**src/rtl/hlre_pkg.sv**
```systemverilog
`timescale 1ns / 1ps

package hlre_pkg;

    localparam int NODE_W = 4;
    localparam int HOP_W  = 8;

    localparam logic KIND_WRITE = 1'b0;
    localparam logic KIND_QUERY = 1'b1;

    typedef struct packed {
        logic              kind;
        logic [NODE_W-1:0] row_node;
        logic [NODE_W-1:0] col_node;
        logic              edge_present;
        logic [NODE_W-1:0] source_node;
        logic              source_known;
        logic [HOP_W-1:0]  source_hops;
        logic [NODE_W-1:0] avoid_node;
        logic              avoid_known;
        logic [HOP_W-1:0]  avoid_hops;
    } t_req;

    typedef struct packed {
        logic [NODE_W-1:0] node_index;
        logic              found;
        logic              last;
    } t_rsp;

    typedef enum logic [1:0] {
        ST_IDLE,
        ST_WALK,
        ST_EMIT
    } t_state;

    typedef struct packed {
        logic              wr_en;
        logic [NODE_W-1:0] wr_row;
        logic [NODE_W-1:0] wr_col;
        logic              wr_bit;
        logic              init;
        logic              src_ok;
        logic [NODE_W-1:0] src;
        logic              avd_ok;
        logic [NODE_W-1:0] avd;
        logic              step_s;
        logic              step_a;
        logic              pop;
    } t_cell_ctl;

endpackage

```
**src/rtl/hop_limited_reach_with_exclusion_top.sv**
```systemverilog
`timescale 1ns / 1ps
// Bounded-hop reachability with an excluded neighborhood over a NODES-node graph.
// Request channel (i_req_valid / o_req_ready, payload i_req): a write request
// sets or clears one edge row_node -> col_node and gives no response.
// A query request returns every node reachable from source_node by 1 to
// source_hops edges, minus avoid_node and the nodes within avoid_hops of it.
// Response channel (o_rsp_valid / i_rsp_ready, payload o_rsp): one response per
// answer node in ascending order, last marked; an empty answer gives a single
// response with found clear. One cell per node holds that node's incoming edges
// and both walk states; both walks step together, one hop per cycle.
// A query is accepted in ST_IDLE, walks in ST_WALK, then ST_EMIT gives one response per
// cycle while the receiver is ready; o_req_ready is low from the accept until the
// last response is loaded into the output register.
// A stalled receiver holds the output register and freezes the emission.
// Reset clears the edge matrix and all query state.
module hop_limited_reach_with_exclusion_top #(
    parameter int NODES = 16
) (
    input  logic            i_clk,
    input  logic            i_rst_n,
    input  logic            i_req_valid,
    output logic            o_req_ready,
    input  hlre_pkg::t_req  i_req,
    output logic            o_rsp_valid,
    input  logic            i_rsp_ready,
    output hlre_pkg::t_rsp  o_rsp
);
    import hlre_pkg::*;

    localparam int HOP_CW = $clog2(NODES + 1);
    localparam int IDX_W  = $clog2(NODES);

    t_state            r_state, n_state;
    logic [HOP_CW-1:0] r_src_left, n_src_left;
    logic [HOP_CW-1:0] r_avd_left, n_avd_left;
    logic              r_rsp_valid, n_rsp_valid;
    t_rsp              r_rsp, n_rsp;
    t_cell_ctl         ctl;
    logic [NODES-1:0]  fr_s_vec;
    logic [NODES-1:0]  fr_a_vec;
    logic [NODES-1:0]  ans_vec;
    logic [NODES-1:0]  pick_vec;
    logic [NODES:0]    below;
    logic [IDX_W-1:0]  pick_idx;
    logic              req_fire;
    logic              s_act;
    logic              a_act;
    logic              rest;
    logic              slot_free;

    assign below[0] = 1'b0;

    for (genvar g = 0; g < NODES; g++) begin : g_cell
        hlre_cell #(
            .NODES (NODES),
            .IDX   (g)
        ) u_cell (
            .i_clk      (i_clk),
            .i_rst_n    (i_rst_n),
            .i_ctl      (ctl),
            .i_fr_s_bus (fr_s_vec),
            .i_fr_a_bus (fr_a_vec),
            .i_below    (below[g]),
            .o_below    (below[g+1]),
            .o_fr_s     (fr_s_vec[g]),
            .o_fr_a     (fr_a_vec[g]),
            .o_ans      (ans_vec[g]),
            .o_pick     (pick_vec[g])
        );
    end

    always_comb begin
        pick_idx = '0;
        for (int j = 0; j < NODES; j++) begin
            if (pick_vec[j]) begin
                pick_idx = pick_idx | IDX_W'(j);
            end
        end
    end

    assign o_req_ready = (r_state == ST_IDLE);
    assign req_fire    = i_req_valid && o_req_ready;
    assign s_act       = (r_src_left != '0) && (|fr_s_vec);
    assign a_act       = (r_avd_left != '0) && (|fr_a_vec);
    assign rest        = |(ans_vec & ~pick_vec);
    assign slot_free   = !r_rsp_valid || i_rsp_ready;
    assign o_rsp_valid = r_rsp_valid;
    assign o_rsp       = r_rsp;

    always_comb begin
        n_state     = r_state;
        n_src_left  = r_src_left;
        n_avd_left  = r_avd_left;
        n_rsp_valid = r_rsp_valid && !i_rsp_ready;
        n_rsp       = r_rsp;
        ctl         = '0;
        ctl.wr_row  = i_req.row_node;
        ctl.wr_col  = i_req.col_node;
        ctl.wr_bit  = i_req.edge_present;
        ctl.src     = i_req.source_node;
        ctl.avd     = i_req.avoid_node;
        ctl.src_ok  = i_req.source_known && (int'(i_req.source_node) < NODES);
        ctl.avd_ok  = i_req.avoid_known && (int'(i_req.avoid_node) < NODES);
        unique case (r_state)
            ST_IDLE: begin
                ctl.wr_en = req_fire && (i_req.kind == KIND_WRITE)
                            && (int'(i_req.row_node) < NODES)
                            && (int'(i_req.col_node) < NODES);
                if (req_fire && (i_req.kind == KIND_QUERY)) begin
                    ctl.init   = 1'b1;
                    n_src_left = (int'(i_req.source_hops) > NODES) ? HOP_CW'(NODES)
                                                                   : HOP_CW'(i_req.source_hops);
                    n_avd_left = (int'(i_req.avoid_hops) > NODES) ? HOP_CW'(NODES)
                                                                  : HOP_CW'(i_req.avoid_hops);
                    n_state    = ST_WALK;
                end
            end
            ST_WALK: begin
                ctl.step_s = s_act;
                ctl.step_a = a_act;
                if (s_act) begin
                    n_src_left = r_src_left - 1'b1;
                end
                if (a_act) begin
                    n_avd_left = r_avd_left - 1'b1;
                end
                if (!s_act && !a_act) begin
                    n_state = ST_EMIT;
                end
            end
            ST_EMIT: begin
                if (slot_free) begin
                    n_rsp_valid = 1'b1;
                    if (below[NODES]) begin
                        ctl.pop          = 1'b1;
                        n_rsp.node_index = NODE_W'(pick_idx);
                        n_rsp.found      = 1'b1;
                        n_rsp.last       = !rest;
                        if (!rest) begin
                            n_state = ST_IDLE;
                        end
                    end else begin
                        n_rsp.node_index = '0;
                        n_rsp.found      = 1'b0;
                        n_rsp.last       = 1'b1;
                        n_state          = ST_IDLE;
                    end
                end
            end
            default: begin
                n_state = ST_IDLE;
            end
        endcase
    end

    always_ff @(posedge i_clk) begin
        if (!i_rst_n) begin
            r_state     <= ST_IDLE;
            r_src_left  <= '0;
            r_avd_left  <= '0;
            r_rsp_valid <= 1'b0;
        end else begin
            r_state     <= n_state;
            r_src_left  <= n_src_left;
            r_avd_left  <= n_avd_left;
            r_rsp_valid <= n_rsp_valid;
        end
    end

    always_ff @(posedge i_clk) begin
        r_rsp <= n_rsp;
    end

endmodule

```
**src/rtl/hlre_cell.sv**
```systemverilog
`timescale 1ns / 1ps

module hlre_cell #(
    parameter int NODES = 16,
    parameter int IDX   = 0
) (
    input  logic                  i_clk,
    input  logic                  i_rst_n,
    input  hlre_pkg::t_cell_ctl   i_ctl,
    input  logic [NODES-1:0]      i_fr_s_bus,
    input  logic [NODES-1:0]      i_fr_a_bus,
    input  logic                  i_below,
    output logic                  o_below,
    output logic                  o_fr_s,
    output logic                  o_fr_a,
    output logic                  o_ans,
    output logic                  o_pick
);
    import hlre_pkg::*;

    logic [NODES-1:0] r_col, n_col;
    logic             r_seen_s, n_seen_s;
    logic             r_fr_s, n_fr_s;
    logic             r_seen_a, n_seen_a;
    logic             r_fr_a, n_fr_a;
    logic             r_aself, n_aself;
    logic             nx_s;
    logic             nx_a;
    logic             ans;
    logic             pick;

    assign nx_s = |(i_fr_s_bus & r_col);
    assign nx_a = |(i_fr_a_bus & r_col);
    assign ans  = r_seen_s & ~r_seen_a & ~r_aself;
    assign pick = ans & ~i_below;

    assign o_below = i_below | ans;
    assign o_fr_s  = r_fr_s;
    assign o_fr_a  = r_fr_a;
    assign o_ans   = ans;
    assign o_pick  = pick;

    always_comb begin
        n_col    = r_col;
        n_seen_s = r_seen_s;
        n_fr_s   = r_fr_s;
        n_seen_a = r_seen_a;
        n_fr_a   = r_fr_a;
        n_aself  = r_aself;
        if (i_ctl.wr_en && (int'(i_ctl.wr_col) == IDX)) begin
            for (int r = 0; r < NODES; r++) begin
                if (int'(i_ctl.wr_row) == r) begin
                    n_col[r] = i_ctl.wr_bit;
                end
            end
        end
        if (i_ctl.init) begin
            n_seen_s = 1'b0;
            n_fr_s   = i_ctl.src_ok && (int'(i_ctl.src) == IDX);
            n_seen_a = 1'b0;
            n_fr_a   = i_ctl.avd_ok && (int'(i_ctl.avd) == IDX);
            n_aself  = i_ctl.avd_ok && (int'(i_ctl.avd) == IDX);
        end else begin
            if (i_ctl.step_s) begin
                n_fr_s   = nx_s & ~r_seen_s;
                n_seen_s = r_seen_s | nx_s;
            end
            if (i_ctl.step_a) begin
                n_fr_a   = nx_a & ~r_seen_a;
                n_seen_a = r_seen_a | nx_a;
            end
            if (i_ctl.pop && pick) begin
                n_seen_s = 1'b0;
            end
        end
    end

    always_ff @(posedge i_clk) begin
        if (!i_rst_n) begin
            r_col    <= '0;
            r_seen_s <= 1'b0;
            r_fr_s   <= 1'b0;
            r_seen_a <= 1'b0;
            r_fr_a   <= 1'b0;
            r_aself  <= 1'b0;
        end else begin
            r_col    <= n_col;
            r_seen_s <= n_seen_s;
            r_fr_s   <= n_fr_s;
            r_seen_a <= n_seen_a;
            r_fr_a   <= n_fr_a;
            r_aself  <= n_aself;
        end
    end

endmodule

```
**config.mk**
```make
export PLATFORM = sky130hd
export DESIGN_NAME = hop_limited_reach_with_exclusion_top
export DESIGN_NICKNAME = d
export VERILOG_FILES = /design/src/rtl/hlre_pkg.sv /design/src/rtl/hop_limited_reach_with_exclusion_top.sv /design/src/rtl/hlre_cell.sv
export SDC_FILE = /design/constraint.sdc
export NUM_CORES = 1
export LEC_CHECK = 0
export BUFFER_PORTS_ARGS = -buffer_cell sky130_fd_sc_hd__buf_2
export CAP_MARGIN = 20
export CORE_ASPECT_RATIO = 1.25
export CORE_MARGIN = 2
export CORE_UTILIZATION = 60
export CTS_BUF_LIST = sky130_fd_sc_hd__clkbuf_2 sky130_fd_sc_hd__clkbuf_4 sky130_fd_sc_hd__clkbuf_8
export DETAILED_ROUTE_END_ITERATION = 8
export PLACE_DENSITY = 0.77
export SLEW_MARGIN = 20
export SYNTH_ARGS = -nofsm -noshare
export SYNTH_HDL_FRONTEND = slang
export SYNTH_HIERARCHICAL = 1
export SYNTH_SLANG_ARGS = --single-unit
```
**constraint.sdc**
```tcl
create_clock -name i_clk -period 17.59 [get_ports i_clk]
set_input_delay 5.277 -clock i_clk [delete_from_list [all_inputs] [get_ports i_clk]]
set_output_delay 5.277 -clock i_clk [all_outputs]
set_load 0.02 [all_outputs]
```
==> results summary <==
The flow ran to the end, and the final reports show no timing, DRC or antenna violations. Measured along the y axis, the die boundary spans 215 µm. In this run, the number of DRC markers left after iteration 0 of detailed routing was 2559. The number of hold buffers added after CTS was 0.

The tree is rooted in a clkbuf_8. The slack of the worst reg-to-reg path is 10540 ps. The critical path arrival came out at 8250 ps. Summed over all layers, the routed wires come to 73300 µm.

The area of the mapped netlist is 0.0214 mm². The number of distinct library cells after synthesis is 78. The worst hold path passes through 2 cells. The depth of the most critical reg-to-reg path is 23. The worst IR drop on VDD came out at 0.0470 mV. The max-capacitance violation count came out at 0. Setup repair after global routing left no endpoint under its margin. By area the synthesized netlist is led by dfxtp_1, mux2i_1, nor2b_1. The area of combinational cells with multiple inputs came out at 0.0135 mm². The area of the core is 0.0353 mm². The proportion of synthesized flip-flops having asynchronous set or reset came out at 0%. The register bit total from synthesis came out at 355.

The biggest fanout along the worst timing path is 136. The maximum frequency from static timing analysis came out at 130 MHz. The critical path class is input pin to flip-flop.

The clock latency at the later pin of the worst-skew pair came out at 640 ps. Leaving out fill and tap cells, the most frequent cell in the layout is dfxtp_1. The buffer depth of the longest clock path came out at 3. The synthesized area divided by synthesized cell count is 9.53 µm². On the final layout, the worst clock skew is 13.4 ps.

Before antenna repair, the detailed router went through 8 iterations. The floorplan step set the die width to 173 µm. Once routing completed, OpenROAD measured the worst setup slack at 9890 ps. The floorplan step defined a die boundary enclosing 0.0371 mm². Global routing finished with a remaining overflow of 0. The number of enable flip-flop cells after synthesis came out at 6. For the finished layout, the period the worst path requires is 7700 ps. The fill cell instance count of the final layout is 2896. The number of antenna violations at the first check in global routing is 8.

Of the cells placed in the final design, the portion with a size suffix greater than 1 is 15.7%. The number of warnings reported in the yosys synthesis log came out at 6. After detailed routing, the number of vias per cell comes to 7.10. The number of max-slew violations in the final report came out at 0.

STA classifies the critical path endpoint as a flip-flop. The pin count of the biggest net entering global routing is 137. The number of placed I/O pins is 48.

Counting every instance in the synthesized netlist gives 2240. The number of hold-slack violations in the final timing report is 0. The TritonCTS clock tree is yes. The sequential area share after synthesis is 33.6%. The startpoint of the most critical hold path is r_avd_left[4]$_SDFFE_PN0P_. At the end of routability-driven placement, the weighted congestion stood at 1.04. The worst setup path is launched from an input pin.

The largest total area in the synthesized netlist belongs to dfxtp_1. The detailed-placement wirelength estimate came out at 41200 µm. In this run the tightest slew margin relative to its limit is 31.1%. The hold slack is 486 ps.

The predominant post-synthesis flop cell is dfxtp_1. The transition time of the tightest slew-check pin is 1020 ps. The count of nets left with antenna violations once routing finished came out at 0.

The number of nets in the layout is 2343. The worst endpoint required time is 18140 ps. Detailed routing inserted a total of 20000 vias.

Summing all flip-flop and latch instances after layout gives 0.00717 mm². The TritonCTS buffer count came out at 57. The layout overhead on the synthesized area came out at 8.73%. The count of standard-cell rows came out at 77.

After routing, the total negative slack on setup checks comes to 0 ps. The final setup violation count came out at 0. In this run the critical register-to-register path is launched from g_cell[0].u_cell/r_seen_s$_SDFFE_PP0P_. The library cells used most frequently in the layout, excluding fill and tap cells, are dfxtp_1, nor2b_1, mux2i_1.

The first global-routing pass estimated 111000 µm of wire. The worst hold path belongs to the class flip-flop to flip-flop. The count of input and output buffers is 47. The number of standard cells in the final layout excluding fillers is 2815. The critical path starts at i_rst_n. The routed wire length per instance came out at 26.0 µm. The post-placement cell count came out at 2716. The share of the cycle needed by the critical path after routing is 43.7%.

The number of setup buffers added after CTS is 0. In the routed design, unresolved DRC markers number 0. The count of clock tree sinks came out at 355. The effective utilization at floorplan is 60.6%. In this run the power density over the cells is 76.1 mW/mm².

The total track usage came out at 37.8%. In this run the number of H-tree levels came out at 2. The number of global-route vias before repair came out at 19300. The reported leakage power came out at 7.78 nW.

Post-CTS repair changed the size of 0 cells. The worst setup timing slack at the placement stage is 9090 ps. The portion of synthesized cell area occupied by the leading cell type came out at 32.7%. The clock transition at the registers of the reported paths is 60 ps.
==> sequential cells by signal, summed over array words and instances, names as in the netlist <==
register,cells
g_cell.u_cell/r_col,256
g_cell.u_cell/o_fr_a,16
g_cell.u_cell/o_fr_s,16
g_cell.u_cell/r_aself,16
g_cell.u_cell/r_seen_a,16
g_cell.u_cell/r_seen_s,16
o_rsp,6
r_avd_left,5
r_src_left,5
r_state,2
o_rsp_valid,1
==> synthesized netlist by cell type, types with 12 or more instances <==
master and n:
a21oi_1 20, a221oi_1 132, a22o_1 128, and4_1 35, buf_2 24, buf_6 15, clkbuf_1 46, dfxtp_1 349
inv_1 46, mux2i_1 248, nand2_1 94, nand2b_1 42, nand3_1 108, nand3b_1 19, nand4_1 34, nand4b_1 24
nor2_1 47, nor2b_1 311, nor3_1 65, nor3_2 50, nor3b_1 17, nor3b_2 22, nor4_1 27, nor4_4 14
nor4b_1 16, o211ai_1 18, o21a_1 12, o21ai_0 48, o21ai_1 16
==> cells by family after synthesis <==
group           count (synthesis)  share of synthesized area [%]
other cells                     1                         0.0176
xor+xnor                        2                         0.0820
mux                           248                           11.6
simple gates                 1035                           34.3
buf+inv                       143                           3.39
fa+ha+maj                       2                          0.117
flops                         355                           33.6
compound gates                454                           17.0
==> report_power, final <==
group	total, mW	switching, mW	internal [mW]
clock network	0.739	0.342	0.397
logic	0.211	0.155	0.0563
registers	0.818	0.00484	0.813
==> metal layers <==
metal  GRT usage, %  vias to the layer above  part of all wire [%]  wire length [µm]
met2           57.7                     1349                    43             31400
met3           11.7                      446                    13              9360
met5              0                        -                  0.11                83
met1           45.6                     9449                    37             26800
met4           25.9                       14                   7.7              5680
li1               -                     8742                     -                 -
==> worst max-delay path, stage by stage <==
cell	delay, ps
buf_6	450
buf_4	810
buf_6	690
nor2b_1	390
a41o_1	150
nand3_1	80
o21ai_0	200
==> through the flow <==
stage | cell area [µm²] | total power [mW] | util [%]
CTS | 23200 | 1.76 | 65.8
global route | 23200 | 1.81 | 65.9
floorplan | 21400 | 0.949 | -
detailed placement | 22100 | 1.03 | 62.6
global placement | 22100 | 1.03 | 62.6
finish | 23200 | 1.77 | 65.9
==> worst paths after layout <==
| path | to |
|---|---|
| max reg2reg | r_state[1]$_SDFFE_PN0P_ |
| max | g_cell[10].u_cell/o_fr_s$_SDFFE_PN0P_ |
| min reg2reg | r_avd_left[4]$_SDFFE_PN0P_ |
| min | r_avd_left[4]$_SDFFE_PN0P_ |
==> cell type report <==
class                      count  share of cell area, %
multi-input combinational   1743                   58.1
clock inverter                 8                  0.183
timing repair buffer          98                   2.79
tap                          474                   2.55
clock buffer                  90                   4.80
inverter                      46                  0.744
antenna                        1                 0.0108
sequential                   355                   30.9
No activity file was read; power rests on OpenSTA's default activity.
